### config.mk
export PLATFORM = sky130hd
export DESIGN_NAME = rc_link_arming_supervisor
export DESIGN_NICKNAME = d
export VERILOG_FILES = /design/src/rtl/core/rclas_pkg.sv /design/src/rtl/core/rc_link_arming_supervisor.sv /design/src/rtl/core/rclas_csr.sv /design/src/rtl/core/rclas_step.sv
export SDC_FILE = /design/constraint.sdc
export NUM_CORES = 1
export LEC_CHECK = 0
export BUFFER_PORTS_ARGS = -buffer_cell sky130_fd_sc_hd__buf_2
export CORE_MARGIN = 2
export CORE_UTILIZATION = 45
export CTS_BUF_LIST = sky130_fd_sc_hd__clkbuf_16
export CTS_CLUSTER_SIZE = 28
export DETAILED_ROUTE_END_ITERATION = 10
export REMOVE_ABC_BUFFERS = 1
export SLEW_MARGIN = 20
export SYNTH_ARGS = -nofsm -noshare
export SYNTH_HDL_FRONTEND = slang
export SYNTH_SLANG_ARGS = --single-unit
### constraint.sdc
create_clock -name clock -period 5.8 [get_ports clock]
set_input_delay 0.87 -clock clock [delete_from_list [all_inputs] [get_ports clock]]
set_output_delay 0.87 -clock clock [all_outputs]
set_load 0.05 [all_outputs]
### src/rtl/core/rclas_pkg.sv
// ----------------------------------------------------------------------------
// rclas_pkg
// Shared types and constants for the radio-link arming supervisor.
// ----------------------------------------------------------------------------
package rclas_pkg;

   localparam int unsigned CSR_W       = 16;
   localparam int unsigned CSR_IDX_W   = 2;
   localparam int unsigned TICK_W      = 32;
   localparam int unsigned THR_W       = 16;
   localparam int unsigned SW_W        = 8;
   localparam int unsigned REQ_DATA_W  = 64;
   localparam int unsigned RSP_DATA_W  = 24;

   // register indexes on the csr port
   localparam logic [CSR_IDX_W-1:0] CSR_LINK_TIMEOUT = 2'd0;
   localparam logic [CSR_IDX_W-1:0] CSR_THR_HIGH     = 2'd1;
   localparam logic [CSR_IDX_W-1:0] CSR_THR_LOW      = 2'd2;
   localparam logic [CSR_IDX_W-1:0] CSR_DWELL        = 2'd3;

   localparam logic [CSR_W-1:0] LINK_TIMEOUT_RST = 16'd500;
   localparam logic [CSR_W-1:0] THR_HIGH_RST     = 16'd900;
   localparam logic [CSR_W-1:0] THR_LOW_RST      = 16'd100;
   localparam logic [CSR_W-1:0] DWELL_RST        = 16'd1000;

   localparam logic [SW_W-1:0] SW_OFF = 8'd0;
   localparam logic [SW_W-1:0] SW_ON  = 8'd1;

   typedef enum logic [1:0] {
      MODE_IDLE   = 2'd0,
      MODE_NORMAL = 2'd1,
      MODE_HOLD   = 2'd2,
      MODE_FAIL   = 2'd3
   } mode_type;

   typedef enum logic [2:0] {
      PH_FREE      = 3'd0,
      PH_HIGH      = 3'd1,
      PH_LEFT_HIGH = 3'd2,
      PH_LOW       = 3'd3,
      PH_UNLOCKED  = 3'd4
   } phase_type;

   typedef struct packed {
      logic [CSR_W-1:0] link_timeout;
      logic [CSR_W-1:0] thr_high;
      logic [CSR_W-1:0] thr_low;
      logic [CSR_W-1:0] dwell;
   } cfg_type;

   typedef struct packed {
      logic              rx_ok;
      logic [THR_W-1:0]  rx_throttle;
      logic [SW_W-1:0]   rx_hold_switch;
      logic              altitude_ok;
      logic [TICK_W-1:0] now_tick;
   } req_item_type;

   typedef struct packed {
      logic              link_up;
      mode_type          flight_mode;
      phase_type         arm_phase;
      logic              hold_entered;
      logic [THR_W-1:0]  hold_throttle;
   } rsp_item_type;

   typedef struct packed {
      logic              link_flag;
      logic [TICK_W-1:0] last_good_tick;
      phase_type         phase;
      logic [TICK_W-1:0] high_start;
      logic [TICK_W-1:0] low_start;
      mode_type          mode;
      logic [THR_W-1:0]  kept_throttle;
      logic [SW_W-1:0]   kept_switch;
      logic [SW_W-1:0]   prior_switch;
      logic [THR_W-1:0]  captured_throttle;
   } state_type;

endpackage

### src/rtl/core/rc_link_arming_supervisor.sv
// ----------------------------------------------------------------------------
// rc_link_arming_supervisor
// Radio-link watchdog, throttle arming sequence and flight-mode supervisor.
// ----------------------------------------------------------------------------
// Each req beat is one supervisor step and yields exactly one rsp beat. A beat
// is captured in an input register, the step logic then runs on it against the
// state registers, and the new state and the result are registered together
// once the result register is free. A new beat is taken every cycle while rsp
// is not stalled. The rate is set by the state loop through rclas_step;
// backpressure on rsp stalls the input register without losing beats. Write
// configuration only while no beat is in flight.
// ----------------------------------------------------------------------------
module rc_link_arming_supervisor (
   input  logic                              clock,
   input  logic                              reset,
   // {now_tick[57:26], altitude_ok[25], rx_hold_switch[24:17],
   //  rx_throttle[16:1], rx_ok[0]}, zero padded
   input  logic [rclas_pkg::REQ_DATA_W-1:0]  req_tdata,
   input  logic                              req_tvalid,
   output logic                              req_tready,
   // {pad[23], hold_throttle[22:7], hold_entered[6], arm_phase[5:3],
   //  flight_mode[2:1], link_up[0]}
   output logic [rclas_pkg::RSP_DATA_W-1:0]  rsp_tdata,
   output logic                              rsp_tvalid,
   input  logic                              rsp_tready,
   input  logic                              csr_wen,
   input  logic [rclas_pkg::CSR_IDX_W-1:0]   csr_index,
   input  logic [rclas_pkg::CSR_W-1:0]       csr_wdata
);
   import rclas_pkg::*;

   cfg_type      cfg;
   req_item_type req_item;
   req_item_type in_data_ff;
   logic         in_valid_ff;
   logic         in_valid_in;
   state_type    st_ff;
   state_type    st_in;
   rsp_item_type step_rsp;
   rsp_item_type rsp_data_ff;
   logic         rsp_valid_ff;
   logic         rsp_valid_in;
   logic         out_ready;
   logic         advance;
   logic         req_fire;

   assign req_item.rx_ok          = req_tdata[0];
   assign req_item.rx_throttle    = req_tdata[16:1];
   assign req_item.rx_hold_switch = req_tdata[24:17];
   assign req_item.altitude_ok    = req_tdata[25];
   assign req_item.now_tick       = req_tdata[57:26];

   rclas_csr u_csr (
      .clock     (clock),
      .reset     (reset),
      .csr_wen   (csr_wen),
      .csr_index (csr_index),
      .csr_wdata (csr_wdata),
      .cfg       (cfg)
   );

   rclas_step u_step (
      .cfg     (cfg),
      .st      (st_ff),
      .item    (in_data_ff),
      .st_next (st_in),
      .result  (step_rsp)
   );

   assign out_ready  = !rsp_valid_ff || rsp_tready;
   assign advance    = in_valid_ff && out_ready;
   assign req_tready = !in_valid_ff || out_ready;
   assign req_fire   = req_tvalid && req_tready;

   assign in_valid_in  = req_fire || (in_valid_ff && !out_ready);
   assign rsp_valid_in = advance || (rsp_valid_ff && !rsp_tready);

   always_ff @(posedge clock) begin
      if (reset) begin
         in_valid_ff  <= 1'b0;
         rsp_valid_ff <= 1'b0;
         st_ff        <= '0;
      end else begin
         in_valid_ff  <= in_valid_in;
         rsp_valid_ff <= rsp_valid_in;
         if (advance)
            st_ff <= st_in;
      end
   end

   always_ff @(posedge clock) begin
      if (req_fire)
         in_data_ff <= req_item;
      if (advance)
         rsp_data_ff <= step_rsp;
   end

   assign rsp_tvalid = rsp_valid_ff;
   assign rsp_tdata  = {1'b0, rsp_data_ff.hold_throttle, rsp_data_ff.hold_entered,
                        rsp_data_ff.arm_phase, rsp_data_ff.flight_mode,
                        rsp_data_ff.link_up};

endmodule

### src/rtl/core/rclas_csr.sv
// ----------------------------------------------------------------------------
// rclas_csr
// Configuration registers: write-only, one register per index.
// ----------------------------------------------------------------------------
module rclas_csr (
   input  logic                           clock,
   input  logic                           reset,
   input  logic                           csr_wen,
   input  logic [rclas_pkg::CSR_IDX_W-1:0] csr_index,
   input  logic [rclas_pkg::CSR_W-1:0]     csr_wdata,
   output rclas_pkg::cfg_type              cfg
);
   import rclas_pkg::*;

   cfg_type cfg_ff;
   cfg_type cfg_in;

   always_comb begin
      cfg_in = cfg_ff;
      if (csr_wen) begin
         case (csr_index)
            CSR_LINK_TIMEOUT: cfg_in.link_timeout = csr_wdata;
            CSR_THR_HIGH:     cfg_in.thr_high     = csr_wdata;
            CSR_THR_LOW:      cfg_in.thr_low      = csr_wdata;
            CSR_DWELL:        cfg_in.dwell        = csr_wdata;
            default:          cfg_in = cfg_ff;
         endcase
      end
   end

   always_ff @(posedge clock) begin
      if (reset) begin
         cfg_ff.link_timeout <= LINK_TIMEOUT_RST;
         cfg_ff.thr_high     <= THR_HIGH_RST;
         cfg_ff.thr_low      <= THR_LOW_RST;
         cfg_ff.dwell        <= DWELL_RST;
      end else begin
         cfg_ff <= cfg_in;
      end
   end

   assign cfg = cfg_ff;

endmodule

### src/rtl/core/rclas_step.sv
// ----------------------------------------------------------------------------
// rclas_step
// One supervisor step: packet latch, link watchdog, arming, flight mode.
// ----------------------------------------------------------------------------
module rclas_step (
   input  rclas_pkg::cfg_type      cfg,
   input  rclas_pkg::state_type    st,
   input  rclas_pkg::req_item_type item,
   output rclas_pkg::state_type    st_next,
   output rclas_pkg::rsp_item_type result
);
   import rclas_pkg::*;

   state_type         nx;
   logic              entered;
   logic              sw_rise;
   logic              unlock;
   logic [TICK_W-1:0] since_good;
   logic [TICK_W-1:0] since_high;
   logic [TICK_W-1:0] since_low;

   assign since_good = item.now_tick - st.last_good_tick;
   assign since_high = item.now_tick - st.high_start;
   assign since_low  = item.now_tick - st.low_start;

   always_comb begin
      nx      = st;
      entered = 1'b0;
      unlock  = 1'b0;

      if (item.rx_ok) begin
         nx.kept_throttle  = item.rx_throttle;
         nx.kept_switch    = item.rx_hold_switch;
         nx.last_good_tick = item.now_tick;
         nx.link_flag      = 1'b1;
      end else if (st.link_flag &&
                   since_good >= {{(TICK_W-CSR_W){1'b0}}, cfg.link_timeout}) begin
         nx.link_flag = 1'b0;
      end

      sw_rise = (nx.kept_switch == SW_ON) && (st.prior_switch == SW_OFF);

      case (st.mode)
         MODE_IDLE: begin
            if (!nx.link_flag) begin
               nx.phase = PH_FREE;
            end else begin
               case (st.phase)
                  PH_FREE: begin
                     if (nx.kept_throttle > cfg.thr_high) begin
                        nx.phase      = PH_HIGH;
                        nx.high_start = item.now_tick;
                     end
                  end
                  PH_HIGH: begin
                     if (nx.kept_throttle <= cfg.thr_high)
                        nx.phase = PH_FREE;
                     else if (since_high >= {{(TICK_W-CSR_W){1'b0}}, cfg.dwell})
                        nx.phase = PH_LEFT_HIGH;
                  end
                  PH_LEFT_HIGH: begin
                     if (nx.kept_throttle <= cfg.thr_low) begin
                        nx.phase     = PH_LOW;
                        nx.low_start = item.now_tick;
                     end
                  end
                  PH_LOW: begin
                     if (nx.kept_throttle > cfg.thr_low)
                        nx.phase = PH_FREE;
                     else if (since_low >= {{(TICK_W-CSR_W){1'b0}}, cfg.dwell})
                        nx.phase = PH_UNLOCKED;
                  end
                  PH_UNLOCKED: unlock = 1'b1;
                  default:     nx.phase = PH_FREE;
               endcase
            end
            if (unlock) begin
               nx.mode  = MODE_NORMAL;
               nx.phase = PH_FREE;
            end
         end
         MODE_NORMAL: begin
            if (sw_rise && item.altitude_ok) begin
               entered              = 1'b1;
               nx.captured_throttle = nx.kept_throttle;
               nx.mode              = MODE_HOLD;
            end
            // link loss wins over a hold entry in the same step
            if (!nx.link_flag)
               nx.mode = MODE_FAIL;
         end
         MODE_HOLD: begin
            if (sw_rise)
               nx.mode = MODE_NORMAL;
            if (!nx.link_flag)
               nx.mode = MODE_FAIL;
         end
         default: nx.mode = MODE_IDLE;
      endcase

      nx.prior_switch = nx.kept_switch;
   end

   assign st_next              = nx;
   assign result.link_up       = nx.link_flag;
   assign result.flight_mode   = nx.mode;
   assign result.arm_phase     = nx.phase;
   assign result.hold_entered  = entered;
   assign result.hold_throttle = nx.captured_throttle;

endmodule

==> results.py <==
metrics = {
    "status": {
        "status": "finished clean",
    },
    "grt": {
        "grt_pass1_vias": 14773,
        "grt_max_degree": 80,
        "grt_antenna_before_repair": 0,
        "grtUsageTotal": 0.221,
        "overflow": 0,
        "grt_pass1_wl_um": 75000,
    },
    "drt": {
        "drtPass1Iterations": 5,
        "wl_met2_um": 22200,
        "met1_length_um": 21400,
        "dr.max_layer_used": "met4",
        "vias": 15311,
        "wirelength_um": 46400,
        "drt_iter0_drc": 739,
        "ant_nets": 0,
        "via_per_inst": 5.48,
        "drc": 0,
        "wl_met3_um": 1870,
        "wl_per_cell_um": 16.6,
    },
    "cts": {
        "cts_tree": "done",
        "cts_setup_buffers": 0,
        "clockBufferDepth": 3,
        "cts.hold.buffers_added": 0,
        "clock-sinks": 289,
        "clk_pin_slew_ns": 0.06,
        "cts_resized": 0,
        "h-tree-depth": 2,
        "clk_latency_ns": 0.56,
        "cts_root_buf": "clkbuf_16",
        "cts_buffers": 36,
    },
    "min_path": {
        "whs_endpoint": "u_csr.cfg[45]",
        "hold_path.class": "flip-flop to flip-flop",
        "whs_path_depth": 2,
        "hp-start": "u_csr.cfg[45]",
    },
    "placement": {
        "numPortBuffers": 105,
        "place.gp.congestion": 0.885,
        "dpl.hpwl_um": 35200,
    },
    "power": {
        "power.leakage_nw": 7.90,
        "p_total_w": 0.00541,
        "power.density_nw_per_um2": 266,
        "ir_drop_mv": 0.210,
    },
    "worst_setup_path": {
        "start_kind": "flip-flop",
        "reg2reg_depth": 22,
        "timing.reg2reg.setup_slack_ns": 0.46,
        "cp_max_fo": 9,
        "end_kind": "flip-flop",
        "criticalPathCategory": "flip-flop to flip-flop",
        "r2r-start": "in_data_ff[0]",
        "worstReg2RegEnd": "st_ff[48]",
        "required_ns": 6.30,
        "critPathArrivalTime_ns": 5.84,
    },
    "final_layout": {
        "antennaDiodeCount": 0,
        "area_growth_pct": 11.5,
        "nNetsFinal": 2506,
        "drive_above_1_share": 0.0898,
        "fin_util": 0.510,
    },
    "timing": {
        "tightest_slew_ns": 0.880,
        "holdWs_ns": 0.452,
        "hold_viol_final": 0,
        "finalClockSkew_ns": 0.0164,
        "clock.fmax_ghz": 0.187,
        "drv_slew": 0,
        "slew_headroom": 0.413,
        "finalCritPeriodShare": 0.921,
        "rsz0062_at_grt": "no",
        "fin_crit_ns": 5.34,
        "finalSetupViolCount": 0,
    },
    "yosys": {
        "yosysMostFrequentCell": "nand2_1",
        "synth_area_leaders": "dfxtp_1, edfxtp_1, ha_1, a21oi_1, nand2_1",
        "synth_area_leader_cell": "dfxtp_1",
        "synth_top_flop_cell": "dfxtp_1",
        "ys_types": 81,
        "yosysWarnings": 0,
        "synth.top_cell.area_share": 0.229,
        "synth_edf_count": 81,
        "ys_seq_area_frac": 0.362,
        "avgSynthCellArea_um2": 8.32,
        "synth_top_cells_by_count": "nand2_1, a21oi_1, dfxtp_1",
        "netlist_instances": 2187,
        "synthArstFlopShare": 0,
        "synth_seq_cells": 289,
        "syn-cell-area_um2": 18200,
    },
    "job": {
        "maxCapViolations": 0,
    },
    "die": {
        "dieWidth_um": 205,
        "num_rows": 73,
        "io_pins": 113,
        "initial_utilization": 0.457,
        "dieArea_um2": 42100,
        "core-area_um2": 39800,
        "die_h_um": 205,
    },
}
[worst max path at each step]
stage / from / endpoint / slack, ns / cells after the start
after floorplan: in_data_ff[0] / st_ff[50] / -0.43 / 21
after global placement: in_data_ff[0] / st_ff[48] / 0.56 / 22
after detailed placement: in_data_ff[0] / st_ff[48] / 0.36 / 21
after CTS: in_data_ff[0] / st_ff[62] / 0.36 / 21
after global routing: in_data_ff[10] / st_ff[93] / 0.1 / 20
final: in_data_ff[0] / st_ff[48] / 0.46 / 22
[per-layer routing]
metal	GRT usage	up-vias
li1	-	7814
met1	0.288	7143
met2	0.384	292
met3	0.0278	62
met4	0.0596	0
met5	0	-
[per-stage QoR]
stage	cells	cell area [um2]	setup TNS (ns)	setup WS, ns
final	2796	20300	0	0.457
after global routing	2796	20300	0	0.0989
after CTS	2796	20300	0	0.364
after detailed placement	2730	19100	0	0.357
after global placement	2730	19100	0	0.558
after floorplan	2080	17700	-13.61	-0.425
[cells in the final DEF (no fill, tap or decap), types with 37 or more instances in the layout]
cell type / count
ha_1: 173
clkbuf_16: 37
a21o_1: 52
o21ai_0: 55
xnor2_1: 44
edfxtp_1: 81
nor2_1: 174
nand4_1: 44
mux2i_1: 85
a21oi_1: 256
inv_1: 203
nand2_1: 309
buf_2: 104
a211oi_1: 39
dfxtp_1: 208
[final cells by class]
type | instances | area [um2]
Clock buffer | 37 | 926
Clock inverter | 29 | 243
Fill cell | 3898 | 19500
Inverter | 196 | 736
Multi-Input combinational cell | 1595 | 10400
Sequential cell | 289 | 6600
Tap cell | 525 | 657
Timing Repair Buffer | 125 | 707
[logic make-up (layout without fill, tap and decap cells)]
logic type      Yosys count  count (layout)  synth area share
simple gates            697             697             0.174
compound gates          564             564             0.194
buf+inv                 303             387            0.0653
flops                   289             289             0.362
fa+ha+maj               176             176             0.122
mux                      86              86            0.0474
xor+xnor                 71              71            0.0342
other cells               1               1          0.000206
[state kept, by name, indices dropped and copies added (netlist names)]
signal	flops
in_data_ff	58
in_valid_ff	1
rsp_tdata	23
rsp_tvalid	1
st_ff	142
u_csr.cfg	64
[worst max-delay path: stages (launching register included)]
cell	delay, ns
edfxtp_1	0.43
inv_1	0.14
ha_1	0.18
inv_1	0.06
fa_1	0.43
a211oi_1	0.35
o211ai_2	0.20
nand4_1	0.14
nand2_1	0.07
xor2_1	0.15
ha_1	0.29
a21oi_1	0.15
nor2b_1	0.07
a2111oi_1	0.49
a211o_1	0.20
a31oi_1	0.08
nand3b_1	0.23
nor4_1	0.32
a41oi_1	0.32
buf_4	0.27
or4_1	0.51
nand3_1	0.11
o21a_1	0.11
[where the power goes]
part	leakage [nW]	internal [W]	total [W]	switching [W]
registers	2.48	0.00215	0.00221	0.0000603
clock network	0.600	0.00130	0.00221	0.000905
logic	4.82	0.000387	0.000986	0.000599
total	7.90	0.00384	0.00541	0.00156
Note: power is estimated with default switching activity, not from simulation.
